## config.mk

```make
export PLATFORM = sky130hd
export DESIGN_NAME = geo_grid_neighbor_enumerator_flat
export DESIGN_NICKNAME = d
export VERILOG_FILES = /design/src/rtl/ggn_pkg.sv /design/src/rtl/ggn_if.sv /design/src/rtl/ggn_ctrl.sv /design/src/rtl/ggn_datapath.sv /design/src/rtl/geo_grid_neighbor_enumerator.sv /design/src/flat_wrapper.sv
export SDC_FILE = /design/constraint.sdc
export NUM_CORES = 1
export LEC_CHECK = 0
export BUFFER_PORTS_ARGS = -buffer_cell sky130_fd_sc_hd__clkbuf_2
export CAP_MARGIN = 25
export CORE_ASPECT_RATIO = 0.5
export CORE_MARGIN = 2
export CORE_UTILIZATION = 28
export CTS_CLUSTER_DIAMETER = 120
export DETAILED_ROUTE_END_ITERATION = 6
export GPL_ROUTABILITY_DRIVEN = 0
export PLACE_DENSITY = 0.46
export SYNTH_ARGS = -nofsm -noshare
export SYNTH_HDL_FRONTEND = slang
export SYNTH_HIERARCHICAL = 1
export SYNTH_SLANG_ARGS = --single-unit
```

## constraint.sdc

```tcl
create_clock -name clk_i -period 12.7 [get_ports clk_i]
set_input_delay 1.27 -clock clk_i [delete_from_list [all_inputs] [get_ports clk_i]]
set_output_delay 1.27 -clock clk_i [all_outputs]
set_load 0.05 [all_outputs]
```

## src/rtl/ggn_pkg.sv

```systemverilog
// Shared constants, types and command structs of the grid neighbor enumerator.
`default_nettype none

package ggn_pkg;

  localparam int unsigned IDX_BITS     = 64;
  localparam int unsigned COORD_BITS   = 29;
  localparam int unsigned RES_BITS     = 6;
  localparam int unsigned RADIUS_BITS  = 2;
  localparam int unsigned MAX_RING_DEF = 3;

  // Offsets cover -MAX_RING..MAX_RING for every ring size up to three.
  localparam int unsigned OFF_BITS = 4;

  // The step is STEP_NUM / 2^res micro-degrees; the shift saturates at SHIFT_CAP.
  localparam int unsigned STEP_NUM  = 93750;
  localparam int unsigned SHIFT_CAP = 20;
  localparam int unsigned E_BITS    = 5;
  localparam int unsigned WIDE      = COORD_BITS + SHIFT_CAP;

  localparam logic [COORD_BITS-1:0] LAT_SPAN = COORD_BITS'(180000000);
  localparam logic [COORD_BITS-1:0] LON_SPAN = COORD_BITS'(360000000);

  typedef struct packed {
    logic                       load;
    logic                       issue;
    logic                       last;
    logic signed [OFF_BITS-1:0] dlat;
    logic signed [OFF_BITS-1:0] dlon;
  } ggn_cmd_t;

  typedef struct packed {
    logic advance;
  } ggn_sts_t;

endpackage

`default_nettype wire

```

## src/rtl/ggn_if.sv

```systemverilog
// Valid/ready channel interfaces for the input and result beats.
`default_nettype none

interface ggn_in_if;
  logic                               valid;
  logic                               ready;
  logic [ggn_pkg::IDX_BITS-1:0]       cell_index;
  logic [ggn_pkg::RADIUS_BITS-1:0]    ring_radius;

  modport source (output valid, output cell_index, output ring_radius, input ready);
  modport sink   (input valid, input cell_index, input ring_radius, output ready);
endinterface

interface ggn_out_if;
  logic                         valid;
  logic                         ready;
  logic [ggn_pkg::IDX_BITS-1:0] neighbor_index;
  logic                         last_neighbor;

  modport source (output valid, output neighbor_index, output last_neighbor, input ready);
  modport sink   (input valid, input neighbor_index, input last_neighbor, output ready);
endinterface

`default_nettype wire

```

## src/rtl/ggn_ctrl.sv

```systemverilog
// Controller: run state machine and the latitude/longitude offset scan counters.
`default_nettype none

module ggn_ctrl #(
  parameter int unsigned MAX_RING = ggn_pkg::MAX_RING_DEF
) (
  input  wire logic                            clk_i,
  input  wire logic                            rst_ni,
  input  wire logic                            in_valid_i,
  input  wire logic [ggn_pkg::RADIUS_BITS-1:0] ring_radius_i,
  output      logic                            in_ready_o,
  input  wire ggn_pkg::ggn_sts_t               sts_i,
  output      ggn_pkg::ggn_cmd_t               cmd_o
);
  import ggn_pkg::*;

  localparam int unsigned CNT_W = $clog2(2 * MAX_RING + 1);
  localparam logic [RADIUS_BITS-1:0] RING_TOP = RADIUS_BITS'(MAX_RING);

  typedef enum logic [1:0] {
    ST_IDLE = 2'b01,
    ST_RUN  = 2'b10
  } state_e;

  state_e                 state_q, state_d;
  logic [CNT_W-1:0]       lat_cnt_q, lat_cnt_d;
  logic [CNT_W-1:0]       lon_cnt_q, lon_cnt_d;
  logic [RADIUS_BITS-1:0] radius_q, radius_d;
  logic [RADIUS_BITS-1:0] radius_sat;
  logic [CNT_W-1:0]       cnt_mid;
  logic [CNT_W-1:0]       cnt_end;
  logic [OFF_BITS-1:0]    radius_ext;
  logic                   accept;
  logic                   lat_at_end;
  logic                   lon_at_end;

  assign radius_sat = (ring_radius_i > RING_TOP) ? RING_TOP : ring_radius_i;
  assign cnt_mid    = CNT_W'(radius_q);
  assign cnt_end    = CNT_W'({radius_q, 1'b0});
  assign radius_ext = OFF_BITS'(radius_q);
  assign lat_at_end = (lat_cnt_q == cnt_end);
  assign lon_at_end = (lon_cnt_q == cnt_end);

  assign in_ready_o = (state_q == ST_IDLE);
  assign accept     = in_valid_i && in_ready_o;

  always_comb begin
    cmd_o.load  = accept;
    cmd_o.issue = (state_q == ST_RUN) && !((lat_cnt_q == cnt_mid) && (lon_cnt_q == cnt_mid));
    cmd_o.last  = (state_q == ST_RUN) && lat_at_end && lon_at_end;
    cmd_o.dlat  = $signed(OFF_BITS'(lat_cnt_q) - radius_ext);
    cmd_o.dlon  = $signed(OFF_BITS'(lon_cnt_q) - radius_ext);
  end

  always_comb begin
    state_d   = state_q;
    lat_cnt_d = lat_cnt_q;
    lon_cnt_d = lon_cnt_q;
    radius_d  = radius_q;
    unique case (state_q)
      ST_IDLE: begin
        if (accept) begin
          radius_d  = radius_sat;
          lat_cnt_d = '0;
          lon_cnt_d = '0;
          if (radius_sat != '0) begin
            state_d = ST_RUN;
          end
        end
      end
      ST_RUN: begin
        // The scan only moves when the pipeline can take the next position.
        if (sts_i.advance) begin
          if (lon_at_end) begin
            lon_cnt_d = '0;
            if (lat_at_end) begin
              lat_cnt_d = '0;
              state_d   = ST_IDLE;
            end else begin
              lat_cnt_d = lat_cnt_q + 1'b1;
            end
          end else begin
            lon_cnt_d = lon_cnt_q + 1'b1;
          end
        end
      end
      default: begin
        state_d = ST_IDLE;
      end
    endcase
  end

  always_ff @(posedge clk_i or negedge rst_ni) begin
    if (!rst_ni) begin
      state_q   <= ST_IDLE;
      lat_cnt_q <= '0;
      lon_cnt_q <= '0;
      radius_q  <= '0;
    end else begin
      state_q   <= state_d;
      lat_cnt_q <= lat_cnt_d;
      lon_cnt_q <= lon_cnt_d;
      radius_q  <= radius_d;
    end
  end

endmodule

`default_nettype wire

```

## src/rtl/ggn_datapath.sv

```systemverilog
// Datapath: held center, offset add with clamp, rounding stage and result register.
`default_nettype none

module ggn_datapath (
  input  wire logic                         clk_i,
  input  wire logic                         rst_ni,
  input  wire logic [ggn_pkg::IDX_BITS-1:0] cell_index_i,
  input  wire ggn_pkg::ggn_cmd_t            cmd_i,
  output      ggn_pkg::ggn_sts_t            sts_o,
  output      logic                         out_valid_o,
  input  wire logic                         out_ready_i,
  output      logic [ggn_pkg::IDX_BITS-1:0] neighbor_index_o,
  output      logic                         last_neighbor_o
);
  import ggn_pkg::*;

  localparam logic signed [18:0] STEP_S = 19'(STEP_NUM);

  // Sum in units of 2^-e micro-degree, clamped to zero and to span << e.
  function automatic logic [WIDE-1:0] clamp_sum(
    input logic [COORD_BITS-1:0]      raw,
    input logic signed [OFF_BITS-1:0] off,
    input logic [E_BITS-1:0]          e,
    input logic [COORD_BITS-1:0]      span
  );
    logic [WIDE-1:0]          base_u;
    logic [WIDE-1:0]          hi_u;
    logic signed [WIDE+1:0]   step;
    logic signed [WIDE+1:0]   sum;
    logic [WIDE-1:0]          res;
    base_u = WIDE'(raw) << e;
    hi_u   = WIDE'(span) << e;
    step   = off * STEP_S;
    sum    = $signed({2'b00, base_u}) + step;
    if (sum < 0) begin
      res = '0;
    end else if (sum > $signed({2'b00, hi_u})) begin
      res = hi_u;
    end else begin
      res = sum[WIDE-1:0];
    end
    return res;
  endfunction

  // Round half up and drop the e fraction bits.
  function automatic logic [COORD_BITS-1:0] round_down(
    input logic [WIDE-1:0]   val,
    input logic [E_BITS-1:0] e
  );
    logic [WIDE:0] biased;
    logic [WIDE:0] shifted;
    biased  = (WIDE+1)'(val) + ((WIDE+1)'(1) << (e - 1'b1));
    shifted = biased >> e;
    return (e == '0) ? val[COORD_BITS-1:0] : shifted[COORD_BITS-1:0];
  endfunction

  logic [RES_BITS-1:0]   res_q;
  logic [COORD_BITS-1:0] lat_q;
  logic [COORD_BITS-1:0] lon_q;
  logic [E_BITS-1:0]     e_now;

  logic                  s1_valid_q;
  logic                  s1_last_q;
  logic [RES_BITS-1:0]   s1_res_q;
  logic [E_BITS-1:0]     s1_e_q;
  logic [WIDE-1:0]       s1_lat_q;
  logic [WIDE-1:0]       s1_lon_q;

  logic                  out_valid_q;
  logic                  out_last_q;
  logic [IDX_BITS-1:0]   out_index_q;
  logic                  advance;

  // The whole pipeline moves when the result register is empty or being taken.
  assign advance       = !out_valid_q || out_ready_i;
  assign sts_o.advance = advance;

  assign e_now = (res_q > RES_BITS'(SHIFT_CAP)) ? E_BITS'(SHIFT_CAP) : res_q[E_BITS-1:0];

  always_ff @(posedge clk_i) begin
    if (cmd_i.load) begin
      res_q <= cell_index_i[IDX_BITS-1 -: RES_BITS];
      lat_q <= cell_index_i[2*COORD_BITS-1 -: COORD_BITS];
      lon_q <= cell_index_i[COORD_BITS-1:0];
    end
  end

  always_ff @(posedge clk_i or negedge rst_ni) begin
    if (!rst_ni) begin
      s1_valid_q  <= 1'b0;
      out_valid_q <= 1'b0;
    end else if (advance) begin
      s1_valid_q  <= cmd_i.issue;
      out_valid_q <= s1_valid_q;
    end
  end

  always_ff @(posedge clk_i) begin
    if (advance) begin
      s1_last_q   <= cmd_i.last;
      s1_res_q    <= res_q;
      s1_e_q      <= e_now;
      s1_lat_q    <= clamp_sum(lat_q, cmd_i.dlat, e_now, LAT_SPAN);
      s1_lon_q    <= clamp_sum(lon_q, cmd_i.dlon, e_now, LON_SPAN);
      out_last_q  <= s1_last_q;
      out_index_q <= {s1_res_q, round_down(s1_lat_q, s1_e_q), round_down(s1_lon_q, s1_e_q)};
    end
  end

  assign out_valid_o      = out_valid_q;
  assign neighbor_index_o = out_index_q;
  assign last_neighbor_o  = out_last_q;

endmodule

`default_nettype wire

```

## src/rtl/geo_grid_neighbor_enumerator.sv

```systemverilog
// Top level of the grid neighbor enumerator: controller, datapath and checks.
//
//   Channel  Dir  Beat contents
//   in_if    in   cell_index (64), ring_radius (2)
//   out_if   out  neighbor_index (64), last_neighbor (1)
//
// An input with radius k yields (2k+1)^2 - 1 neighbors, one per cycle while the output is
// not stalled; the scan walks all (2k+1)^2 positions and the skipped center leaves one bubble.
// Each position passes an add-with-clamp stage and a rounding stage, and the next input is
// taken once the scan has walked its last position and the controller is idle again.
// Reset is asynchronous; the block comes up idle and ready.
// A stalled result stalls the whole pipeline and the scan in place.
`default_nettype none

module geo_grid_neighbor_enumerator #(
  parameter int unsigned MAX_RING = ggn_pkg::MAX_RING_DEF
) (
  input  wire logic clk_i,
  input  wire logic rst_ni,
  ggn_in_if.sink    in_if,
  ggn_out_if.source out_if
);
  import ggn_pkg::*;

  ggn_cmd_t cmd;
  ggn_sts_t sts;

  ggn_ctrl #(
    .MAX_RING (MAX_RING)
  ) u_ctrl (
    .clk_i         (clk_i),
    .rst_ni        (rst_ni),
    .in_valid_i    (in_if.valid),
    .ring_radius_i (in_if.ring_radius),
    .in_ready_o    (in_if.ready),
    .sts_i         (sts),
    .cmd_o         (cmd)
  );

  ggn_datapath u_datapath (
    .clk_i            (clk_i),
    .rst_ni           (rst_ni),
    .cell_index_i     (in_if.cell_index),
    .cmd_i            (cmd),
    .sts_o            (sts),
    .out_valid_o      (out_if.valid),
    .out_ready_i      (out_if.ready),
    .neighbor_index_o (out_if.neighbor_index),
    .last_neighbor_o  (out_if.last_neighbor)
  );

`ifndef SYNTHESIS
  a_busy_after_run_start : assert property (@(posedge clk_i) disable iff (!rst_ni)
    (in_if.valid && in_if.ready && (in_if.ring_radius != '0)) |=> !in_if.ready)
    else $error("input taken again right after a run started");

  a_issue_only_busy : assert property (@(posedge clk_i) disable iff (!rst_ni)
    cmd.issue |-> !in_if.ready)
    else $error("neighbor issued while idle");

  a_last_is_issued : assert property (@(posedge clk_i) disable iff (!rst_ni)
    cmd.last |-> cmd.issue)
    else $error("last marker on a skipped position");

  a_scan_holds_on_stall : assert property (@(posedge clk_i) disable iff (!rst_ni)
    (!sts.advance && !cmd.load) |=> ($stable(cmd.dlat) && $stable(cmd.dlon)))
    else $error("scan moved while the pipeline was stalled");
`endif

endmodule

`default_nettype wire
```

## src/flat_wrapper.sv

```systemverilog
// flat-port wrapper written by rule: the top's interface ports become plain ports
module geo_grid_neighbor_enumerator_flat import ggn_pkg::*;
#(
  parameter int unsigned MAX_RING = ggn_pkg::MAX_RING_DEF
)
  (clk_i, rst_ni, in_if_valid, in_if_cell_index, in_if_ring_radius, in_if_ready, out_if_valid, out_if_neighbor_index, out_if_last_neighbor, out_if_ready);
  ggn_in_if in_if_i ();
  ggn_out_if out_if_i ();
  input  wire logic clk_i;
  input  wire logic rst_ni;
  input wire logic [$bits(in_if_i.valid)-1:0] in_if_valid;
  input wire logic [$bits(in_if_i.cell_index)-1:0] in_if_cell_index;
  input wire logic [$bits(in_if_i.ring_radius)-1:0] in_if_ring_radius;
  output wire logic [$bits(in_if_i.ready)-1:0] in_if_ready;
  output wire logic [$bits(out_if_i.valid)-1:0] out_if_valid;
  output wire logic [$bits(out_if_i.neighbor_index)-1:0] out_if_neighbor_index;
  output wire logic [$bits(out_if_i.last_neighbor)-1:0] out_if_last_neighbor;
  input wire logic [$bits(out_if_i.ready)-1:0] out_if_ready;
  assign in_if_i.valid = in_if_valid;
  assign in_if_i.cell_index = in_if_cell_index;
  assign in_if_i.ring_radius = in_if_ring_radius;
  assign in_if_ready = in_if_i.ready;
  assign out_if_valid = out_if_i.valid;
  assign out_if_neighbor_index = out_if_i.neighbor_index;
  assign out_if_last_neighbor = out_if_i.last_neighbor;
  assign out_if_i.ready = out_if_ready;
  geo_grid_neighbor_enumerator #(.MAX_RING(MAX_RING)) u_core (.clk_i(clk_i), .rst_ni(rst_ni), .in_if(in_if_i), .out_if(out_if_i));
endmodule
```

Word level (Yosys, flattened, before mapping)
Index checks and enable logic that the tools add are counted.
- output and inout port bits: 67
- flip-flop bits (word level): 251
- input bits: 70
- magnitude comparators: 6
- shift operators: 7
- add/subtract/negate cells: 9
- $mul: 2
- reduce and logical (&&, ||, !) cells: 15
- mux-type cells: 20
- equality and inequality tests: 11
- operator list (kind ; number):
    50-bit by 22-bit adder with 51-bit output ; 2
    51-bit by 50-bit greater-than comparator with 1-bit output ; 2
    51-bit by 1-bit < comparator with 1-bit output, second input constant ; 2
    49-bit by 50-bit adder with 50-bit output ; 2
    50-bit by 5-bit right shift with 29-bit output ; 2
    49-bit two-way mux ; 2
    29-bit by 5-bit << shifter with 49-bit output ; 2
    29-bit two-way mux ; 2
    1-bit by 5-bit << shifter with 50-bit output, first input constant ; 1
    28-bit by 5-bit << shifter with 49-bit output, first input constant ; 1
    29-bit by 5-bit << shifter with 49-bit output, first input constant ; 1
    4-bit by 17-bit multiplier with 21-bit output, second input constant ; 2
    3-bit two-way mux ; 6
    2-bit two-way mux ; 6
    3-bit one-hot mux with 2 select lines ; 2
    3-bit by 2-bit subtractor with 4-bit output ; 2
    3-bit by 1-bit adder with 3-bit output, second input constant ; 2
    3-bit by 2-bit == test with 1-bit output ; 2
    3-bit == test ; 2
    6-bit by 5-bit greater-than comparator with 1-bit output, second input constant ; 1
    2-bit by 1-bit inequality test with 1-bit output, second input constant ; 3
    1-bit logical AND ; 5
    5-bit zero test ; 1
    5-bit two-way mux ; 1
    other kinds (13) ; 16

Logic depth before layout (Yosys ltp)
- depth after elaboration: 6
- gate-level depth with buffers: 46

Cells and area by module
Netlist, hierarchy kept.
- modules (own cells, without submodules) (module ; cells an instance ; area an instance (µm²) ; instances):
    ggn_datapath ; 3925 ; 32915.3 ; 1
    ggn_ctrl ; 79 ; 782.0 ; 1

Least setup slack after synthesis
No wires, ideal clock.
- path kind: register to register
- start point: register u_core.u_ctrl.radius_q[1]
- end point: register u_core.u_datapath.s1_lat_q[17], data pin
- arrival: 9.996 ns
- required time: 12.446 ns
- period minus slack after synthesis: 10.250 ns
- stages on the path, launching flop included: 41
- path slack: 2.450 ns
- cell sequence: dfrtp_1 inv_1 ha_1 a211oi_1 inv_1 fa_1 xnor2_1 ha_1 ha_1 ha_1 and4_1 and3_1 a221oi_2 o41a_1 o21bai_1 nand2_1 xnor2_2 ha_1 (+5 left out) o311ai_2 a41o_1 a21o_1 a21oi_1 xnor2_1 ha_1 nand4_1 nor4_1 nand4_1 nor3_1 o21ai_0 o31ai_1 or4b_1 and2_1 buf_6 nand2b_4 buf_6 a2bb2o_4
- RTL lines (element ; line ; source):
    start: declaration ; ggn_ctrl.sv:28 ; logic [RADIUS_BITS-1:0] radius_q, radius_d;
    start signal: assignment ; ggn_ctrl.sv:103 ; radius_q <= radius_d;
    end signal: assignment ; ggn_datapath.sv:103 ; s1_lat_q <= clamp_sum(lat_q, cmd_i.dlat, e_now, LAT_SPAN);
    end: declaration ; ggn_datapath.sv:66 ; logic [WIDE-1:0] s1_lat_q;

==> flow_metrics.py <==
metrics = {
    "status": {
        "status": "complete, but fails checks",
        "failed_checks": "design-rule violations",
    },
    "floorplanning": {
        "rows": 89,
        "start_util": 0.284,
        "dieWidth_um": 495,
        "coreArea_mm2": 0.119,
        "ios": 137,
        "fp.dieArea_mm2": 0.123,
        "die-height_um": 249,
    },
    "job": {
        "cap_violations": 0,
    },
    "synthesis": {
        "ys_seq_area_frac": 0.222,
        "yosysMostFrequentCell": "nor2_1",
        "synth_common_cells": "nor2_1, nand2_1, a21oi_1",
        "yosysTopAreaCell": "edfxtp_1",
        "ys.flop_type": "edfxtp_1",
        "synth_area_mm2": 0.0337,
        "syn_avg_cell_area_um2": 8.42,
        "synthArstFlopShare": 0.0478,
        "synth_top_area_share": 0.213,
        "yosys_warnings": 6,
        "synthTopCellsByArea": "edfxtp_1, ha_1, mux2i_1",
        "synthCells": 4004,
        "ys_types": 117,
        "ys_ff_latch": 251,
        "synthesis.nets": 4406,
        "synth_edf_count": 239,
    },
    "cts": {
        "cts_resized": 0,
        "clockRootBuffer": "clkbuf_16",
        "cts.clk_slew.worst_paths_ns": 0.06,
        "htree_levels": 1,
        "cts_tree": "built",
        "cts_buffers": 29,
        "cts_setup_buffers": 0,
        "max-clock-path-buffers": 3,
        "postCtsHoldBufs": 0,
        "clock-sinks": 251,
        "clk_latency_ns": 0.64,
    },
    "placement": {
        "dp_hpwl_um": 116000,
        "port_buffers": 136,
    },
    "sta": {
        "worstMarginPinSlew_ns": 1.01,
        "final.setup.tns_ns": 0,
        "period_share": 0.873,
        "relSlewSlack": 0.327,
        "slew_violations": 0,
        "setup_violations": 0,
        "clock.fmax_ghz": 0.0901,
        "final_hold_viol_count": 0,
        "fin_worst_skew_ns": 0.0304,
        "rsz0062_at_grt": "false",
        "period_needed_ns": 11.09,
    },
    "route": {
        "ant_nets": 0,
        "viasPerCell": 5.82,
        "drt-total-wl_um": 142000,
        "first_pass_iters": 7,
        "vias": 32700,
        "wl_per_cell_um": 25.2,
        "drc": 9,
        "drt_iter0_markers": 3889,
    },
    "setup_path": {
        "crit_required_ns": 13.05,
        "crit_top_cell": "ha_1",
        "cpPeakStageDelay_ns": 0.56,
        "endpoint_kind": "flip-flop",
        "slowest_stage": "nor4_1",
        "worstSetupPathType": "reg2reg",
        "crit_path_max_fanout": 27,
        "start_kind": "flip-flop",
        "crit_arrival_ns": 11.44,
    },
    "grt": {
        "grt_pass1_vias": 30800,
        "grt_pass1_wl_um": 207000,
        "grt_use_total": 0.220,
        "antenna_found_initial": 6,
        "grt_max_degree": 78,
        "grt_overflow": 0,
    },
    "hold_path": {
        "hp-class": "reg2reg",
    },
    "layout": {
        "drive_gt1_frac": 0.103,
        "nets": 4410,
        "syn2layout_area_growth_pct": 9.43,
    },
}
metal layers:
metal  vias up  share of wire  track usage
li1      15200              -            -
met1     15700           0.46        0.321
met2      1539           0.41        0.325
met3       284          0.081       0.0323
met4        10          0.043       0.0793
met5         -        0.00049            0
layout by cell type (no fill, tap or decap), types with 17 or more instances in the layout:
master / count
ha_1: 318
inv_1: 141
a21o_1: 103
nor3_1: 65
a22oi_1: 21
o21a_1: 45
a211oi_1: 72
nor2b_1: 40
buf_4: 56
nand4_1: 65
a211o_1: 20
clkbuf_16: 29
mux2_2: 51
or3_1: 26
o2111ai_1: 17
o21ai_1: 33
nor2_1: 369
nand2b_1: 27
o221ai_1: 23
edfxtp_1: 239
a31oi_1: 37
xor2_1: 75
o21bai_1: 25
a221oi_1: 20
a21oi_1: 324
and2_1: 32
mux2i_1: 318
o22ai_1: 54
xnor2_1: 135
mux4_2: 21
o21ai_0: 184
nand2_1: 361
nand3_1: 84
o211ai_1: 43
o31ai_1: 17
and3_1: 40
clkbuf_2: 136
layout make-up:
| class | count | area, um^2 |
|---|---|---|
| inverter | 151 | 571 |
| clock buffer | 34 | 744 |
| multi-input combinational | 3378 | 24700 |
| tap | 1592 | 1990 |
| sequential | 251 | 7480 |
| timing repair buffer | 197 | 1170 |
| clock inverter | 19 | 188 |
| fill | 12600 | 81700 |
| antenna | 1 | 2.50 |
critical path, delay by kind of cell (launching register included):
| family | cells | cell delay, ns |
|---|---|---|
| buf+inv | 4 | 0.71 |
| xor+xnor | 2 | 0.32 |
| flops | 1 | 0.44 |
| simple gates | 11 | 3.14 |
| compound gates | 15 | 3.33 |
| fa+ha+maj | 9 | 2.87 |
stage by stage:
stage                      util  area, um^2  setup slack [ns]  hold slack [ns]  instances
final                     0.311       36900              1.61            0.422       5623
after global routing      0.311       36900             0.984            0.428       5622
after CTS                 0.311       36900              1.26            0.423       5620
after detailed placement  0.303       35900              1.33            0.407       5567
after global placement    0.303       35900              1.45            0.403       5564
after floorplan               -       33700              2.45            0.400       4004
sequential cells by signal, summed over array words and instances (netlist names):
register / cells
u_core/u_datapath/s1_lat_q: 49
u_core/u_datapath/lat_q: 29
u_core/u_datapath/s1_res_q: 6
u_core/u_ctrl/lon_cnt_q: 3
u_core/u_datapath/res_q: 6
u_core/u_ctrl/radius_q: 2
u_core/u_datapath/s1_last_q: 1
u_core/u_datapath/lon_q: 29
u_core/u_ctrl/lat_cnt_q: 3
u_core/u_datapath/out_valid_o: 1
u_core/u_datapath/s1_valid_q: 1
u_core/u_datapath/neighbor_index_o: 64
u_core/u_datapath/s1_lon_q: 49
u_core/u_ctrl/state_q: 2
u_core/u_datapath/s1_e_q: 5
u_core/u_datapath/last_neighbor_o: 1
kinds of logic after synthesis:
family,share of synthesized area
compound gates,0.257
xor+xnor,0.0563
fa+ha+maj,0.126
buf+inv,0.0461
flops,0.222
mux,0.126
simple gates,0.166
path summary, 6_finish.rpt:
check / from / endpoint / slack (ns) / depth (start not counted)
max: u_core/u_ctrl/lat_cnt_q[0]$_DFFE_PN0P_ / u_core/u_datapath/s1_lat_q[8]$_SDFFCE_PN0P_ / 1.61 / 41
min: u_core/u_datapath/s1_res_q[0]$_DFFE_PP_ / u_core/u_datapath/neighbor_index_o[58]$_DFFE_PP_ / 0.42 / 0
max reg2reg: u_core/u_ctrl/lat_cnt_q[0]$_DFFE_PN0P_ / u_core/u_datapath/s1_lat_q[8]$_SDFFCE_PN0P_ / 1.61 / 41
min reg2reg: u_core/u_datapath/s1_res_q[0]$_DFFE_PP_ / u_core/u_datapath/neighbor_index_o[58]$_DFFE_PP_ / 0.42 / 0
max in group asynchronous: rst_ni / u_core/u_ctrl/state_q[0]$_DFFE_PN1P_ / 11.85 / 1
min in group asynchronous: rst_ni / u_core/u_datapath/out_valid_o$_DFFE_PN0P_ / 0.55 / 1
Power is left out: the tool's default activity adds up to more than one toggle a clock period on the data nets, which glitch-free logic cannot reach.
